File: config.mk
export PLATFORM = sky130hd
export DESIGN_NAME = acmb_lane
export DESIGN_NICKNAME = d
export VERILOG_FILES = /design/src/sv/alamouti_2x1_combiner_defines.svh /design/src/sv/acmb_pkg.sv /design/src/sv/acmb_lane.sv
export SDC_FILE = /design/constraint.sdc
export NUM_CORES = 2
export LEC_CHECK = 0
export BUFFER_PORTS_ARGS = -buffer_cell sky130_fd_sc_hd__buf_2
export CORE_MARGIN = 3
export CORE_UTILIZATION = 35
export CTS_BUF_LIST = sky130_fd_sc_hd__clkbuf_2 sky130_fd_sc_hd__clkbuf_4 sky130_fd_sc_hd__clkbuf_8
export DETAILED_ROUTE_END_ITERATION = 16
export PLACE_DENSITY = 0.54
export SLEW_MARGIN = 10
export SYNTH_ARGS = -nofsm -noshare
export SYNTH_HDL_FRONTEND = slang
export SYNTH_SLANG_ARGS = --single-unit
File: constraint.sdc
create_clock -name clk -period 9.95 [get_ports clk]
set_input_delay 2.985 -clock clk [delete_from_list [all_inputs] [get_ports clk]]
set_output_delay 2.985 -clock clk [all_outputs]
set_load 0.01 [all_outputs]
File: src/sv/alamouti_2x1_combiner_defines.svh
// Assertion macros used by the combiner top module
`ifndef ALAMOUTI_2X1_COMBINER_DEFINES_SVH
`define ALAMOUTI_2X1_COMBINER_DEFINES_SVH

`ifndef SYNTH
`define ACMB_ASSERT_NOW(lbl, clk, rst_n, a, c) \
    lbl: assert property (@(posedge clk) disable iff (!rst_n) (a) |-> (c)) \
        else $error("combiner assertion failed");
`define ACMB_ASSERT_NEXT(lbl, clk, rst_n, a, c) \
    lbl: assert property (@(posedge clk) disable iff (!rst_n) (a) |=> (c)) \
        else $error("combiner assertion failed");
`else
`define ACMB_ASSERT_NOW(lbl, clk, rst_n, a, c)
`define ACMB_ASSERT_NEXT(lbl, clk, rst_n, a, c)
`endif

`endif

File: src/sv/acmb_pkg.sv
package acmb_pkg;

    localparam int IN_W   = 16;
    localparam int PROD_W = 32;
    localparam int NUM_W  = 34;
    localparam int G_W    = 33;
    localparam int MAG_W  = 33;
    localparam int DEN_W  = 34;
    localparam int FRAC_SHIFT = 12;
    localparam int QBITS  = 17;
    localparam int REM_W  = DEN_W + QBITS + 1;
    localparam int FRONT_LAT = 2;
    localparam int LANE_LAT  = QBITS + 3;
    localparam int TOTAL_LAT = FRONT_LAT + LANE_LAT;
    localparam logic [15:0] OUT_MAX = 16'h7FFF;
    localparam logic [15:0] OUT_MIN = 16'h8000;

    typedef logic signed [IN_W-1:0]   samp_t;
    typedef logic signed [PROD_W-1:0] prod_t;
    typedef logic signed [NUM_W-1:0]  num_t;
    typedef logic [G_W-1:0]           gain_t;

endpackage

File: src/sv/acmb_lane.sv
module acmb_lane
(
    input  logic                clk,
    input  logic                en,
    input  acmb_pkg::num_t      num,
    input  acmb_pkg::gain_t     g,
    output logic [15:0]         sym,
    output logic                clip
);

    localparam int RW = acmb_pkg::REM_W;
    localparam int QB = acmb_pkg::QBITS;

    logic                          neg_a_reg;
    logic [acmb_pkg::MAG_W-1:0]    mag_a_reg;
    acmb_pkg::gain_t               g_a_reg;
    logic [RW-1:0]                 d_val;
    logic [RW-1:0]                 rem_reg [QB+1];
    logic [acmb_pkg::DEN_W-1:0]    den_reg [QB+1];
    logic [QB-1:0]                 q_reg [QB+1];
    logic                          neg_reg [QB+1];
    logic                          ovf_reg [QB+1];
    logic [15:0]                   sym_reg;
    logic                          clip_reg;
    logic [acmb_pkg::DEN_W-1:0]    den_b;

    always_ff @(posedge clk)
    begin
        if (en)
        begin
            neg_a_reg <= num[acmb_pkg::NUM_W-1];
            mag_a_reg <= num[acmb_pkg::NUM_W-1] ? acmb_pkg::MAG_W'(-num)
                                                  : acmb_pkg::MAG_W'(num);
            g_a_reg   <= g;
        end
    end

    assign den_b = {1'b0, g_a_reg} << 1;
    assign d_val = RW'({mag_a_reg, {acmb_pkg::FRAC_SHIFT{1'b0}}}) + RW'(g_a_reg);

    always_ff @(posedge clk)
    begin
        if (en)
        begin
            rem_reg[0] <= d_val;
            den_reg[0] <= den_b;
            q_reg[0]   <= '0;
            neg_reg[0] <= neg_a_reg;
            ovf_reg[0] <= d_val >= (RW'(den_b) << QB);
        end
    end

    for (genvar k = 0; k < QB; k++)
    begin : g_step
        localparam int BIT = QB - 1 - k;
        logic [RW-1:0] shd;
        logic          take;
        assign shd  = RW'(den_reg[k]) << BIT;
        assign take = rem_reg[k] >= shd;
        always_ff @(posedge clk)
        begin
            if (en)
            begin
                rem_reg[k+1] <= take ? rem_reg[k] - shd : rem_reg[k];
                q_reg[k+1]   <= q_reg[k] | (QB'(take) << BIT);
                den_reg[k+1] <= den_reg[k];
                neg_reg[k+1] <= neg_reg[k];
                ovf_reg[k+1] <= ovf_reg[k];
            end
        end
    end

    always_ff @(posedge clk)
    begin
        if (en)
        begin
            if (neg_reg[QB])
            begin
                if (ovf_reg[QB] || q_reg[QB] > QB'(32768))
                begin
                    sym_reg  <= acmb_pkg::OUT_MIN;
                    clip_reg <= 1'b1;
                end
                else
                begin
                    sym_reg  <= ~q_reg[QB][15:0] + 16'd1;
                    clip_reg <= 1'b0;
                end
            end
            else
            begin
                if (ovf_reg[QB] || q_reg[QB] > QB'(32767))
                begin
                    sym_reg  <= acmb_pkg::OUT_MAX;
                    clip_reg <= 1'b1;
                end
                else
                begin
                    sym_reg  <= q_reg[QB][15:0];
                    clip_reg <= 1'b0;
                end
            end
        end
    end

    assign sym  = sym_reg;
    assign clip = clip_reg;

endmodule

==> run summary <==
Crit path buffers/inverters = 1
Post-synth EDFFs = 1563
Worst skew pair latency = 1040 ps
Req. time, crit path = 10820 ps
Worst path slowest cell = nor4_1
Core area = 252600 um^2
Setup violators final = 0
Multiplexer share of the synthesized area = 1.364%
Synth top area share = 52.59%
Yosys reg bits = 1563
Non-filler cells, final = 12.00k
Place WS = 3988 ps
Die area = 261100 um^2
RSZ-0062 raised after global routing = no
Largest register FFs = 878
Path depth of the worst reg2reg path = 20
Clock Path Buffers = 4
CP peak stage delay = 930 ps
Delay-heaviest family, CP = simple AND/OR/NAND/NOR gates
Actual slew at the worst max-slew pin = 1368 ps
Hold Crit Class = reg2reg
Chip width = 511.0 um
Vias in the first global route = 62.70k
Starting density of the core = 35.34%
Peak supply drop = 0.0001359 V
Synth top area cells = edfxtp_1 (53%), ha_1 (8.5%), a21oi_1 (3.9%)
# DRC = 0
Total negative setup slack = 0 ps
Most frequent CP cell = nor4_1
Pleak = 39.27 nW
CTS tree = done
Max Slew Vio Count = 0
Slew headroom = 8.824%
Clk_skew = 101.6 ps
Element type at the critical path end = flop
Avg Inst Size Synth = 10.85 um^2
Global-route wire length before repair = 356200 um
Tmin final = 5509 ps
Largest family of logic cells by synthesized area = compound AO/OA/AOI/OAI gates
Routed Antenna Nets = 0
Tot GR Track Use = 17.13%
CP Cell Sequence = ha_1 -> fa_1 -> a21o_1 -> a21oi_1 -> o21bai_1 -> a211o_1 -> and3_1 -> nor4_1 -> buf_4 -> o21a_1 -> o211ai_1 -> a31oi_1 -> nor2b_1 -> xor2_1 -> ha_1 -> nand3_1 -> nor4_1 -> nand2_1 -> nor4_1 -> a211o_1
Power share of the sequential group = 38.1%
Synth Area in Simple Gates = 11.87%
Path length in cells of the critical path = 20
Synthesis-to-layout area growth = 11.24%
Initial DRC Count = 4401
Max-cap violations = 0
Htree depth = 5
Via-per-instance ratio = 5.184
Final WS setup = 4441 ps
GRT overflow = 0
Comb pwr share = 39.4%
Num CTS Buffers = 293
Share of layout cells above drive strength 1 = 8.605%
I/O pin count = 86
Synth warnings = 0
Pwr dens = 274.2 nW/um^2
Async SR Flop Fraction = 0%
Dpl hpwl = 174100 um
Final period util = 55.37%
Core Rows = 184
Compound-Gate Fraction of Synth Area = 14.87%
Die H = 511.0 um
I/O Buffers = 85
# Post-CTS Setup Buffers = 0
Power Internal = 17.31 mW
Primary FF master, synth = edfxtp_1
Placer congestion estimate = 0.9056
Detailed-route via count = 62.21k
Hold-fix buffers at CTS = 0
Post-synthesis cell count = 8223
CTS root buffer = clkbuf_8
Initial antenna violation count = 6
Sw power = 9.910 mW
Quantity of gates resized following cts = 0
Setup crit start kind = flop
Total wire length = 227400 um
Adder-Cell Fraction of Synth Area = 8.906%
Placed cells = 11.50k
Sink Count = 1563
Clock power share = 22.5%
Commonest non-fill, non-tap cell in the layout = edfxtp_1
Net Count, Synth = 8917
Setup CP Type = reg2reg
Critical Path Fanout Max = 5
Final Hold Viols = 0
Distinct cells, synth = 89
Post-synth top area cell = edfxtp_1
Register clock-pin slew on the reported worst setup and hold paths = 70 ps
Synth Area in XOR/XNOR = 6.320%
Post-Syn Area = 89240 um^2
Hold path cells = 0
Most frequent cells in the layout = edfxtp_1 (1563), inv_1 (753), a21oi_1 (698), nand2_1 (641), ha_1 (608)
Seq/Total Area, Yosys = 52.59%
Outcome = finished, final reports clean
Worst Path Arrival = 6380 ps
Fmax = 0.1815 GHz
Wirelength per Cell = 18.95 um
Sw Ratio = 36.41%
1st-pass router iterations = 6
Nets = 9139
Largest net degree at the start of global routing = 196
==> cells by family after synthesis <==
kind of cell | count (synthesis)
xor+xnor | 644
fa+ha+maj | 625
compound gates | 2133
flops | 1563
mux | 109
buf+inv | 964
simple gates | 2185
==> stage by stage <==
stage	util (%)	hold slack (ps)	instance area (um^2)	power (mW)
floorplan	-	400.3	89240	18.09
global placement	37.08	401.1	93650	21.01
detailed placement	37.08	404.5	93650	21.14
CTS	39.30	396.0	99260	27.46
global route	39.31	407.0	99270	29.22
finish	39.31	401.7	99270	27.22
==> power groups by stage <==
stage	Sequential, mW	Clock [mW]	Combinational [mW]
2_1_floorplan	9.93	0	8.16
3_3_place_gp	10.5	0	10.5
3_5_place_dp	10.5	0	10.6
4_1_cts	10.4	6.37	10.7
5_1_grt	10.5	6.68	12.0
6_report	10.4	6.13	10.7
==> synthesized netlist by cell type, types with 60 or more instances <==
cell type,count
clkbuf_1,187
a21o_1,329
nor2b_1,100
o21bai_1,69
xnor2_1,379
edfxtp_1,1563
inv_1,754
a21oi_1,698
nand2b_1,101
nor3_1,118
nand2_1,642
mux2_2,101
nor2_1,553
o21a_1,79
nand4_1,147
nand3_1,127
nor4_1,101
a31oi_1,60
o21ai_0,504
ha_1,608
xor2_1,265
==> metal layers <==
layer	global-route usage (%)	up-vias	wire length, um
met3	2.413	542	8309
met1	20.36	29590	94330
met4	8.470	0	11510
met5	0	-	0
li1	-	30700	-
met2	30.26	1380	113300
==> path summary, 6_finish.rpt <==
| path | startpoint | endpoint | slack (ps) |
|---|---|---|---|
| min | q_reg[2][15] | q_reg[3][15] | 400 |
| min reg2reg | q_reg[2][15] | q_reg[3][15] | 400 |
| max | g_a_reg[12] | ovf_reg[0] | 4440 |
| max reg2reg | g_a_reg[12] | ovf_reg[0] | 4440 |
==> final cells by class <==
class                           instances  area [um^2]
Multi-Input combinational cell       5696        38800
Fill cell                           24330       153300
Antenna cell                            6        15.01
Timing Repair Buffer                  133        888.4
Tap cell                             3348         4189
Clock buffer                          358         4577
Clock inverter                        138         1026
Sequential cell                      1563        46940
Inverter                              758         2845
Note: power is estimated with default switching activity, not from simulation.
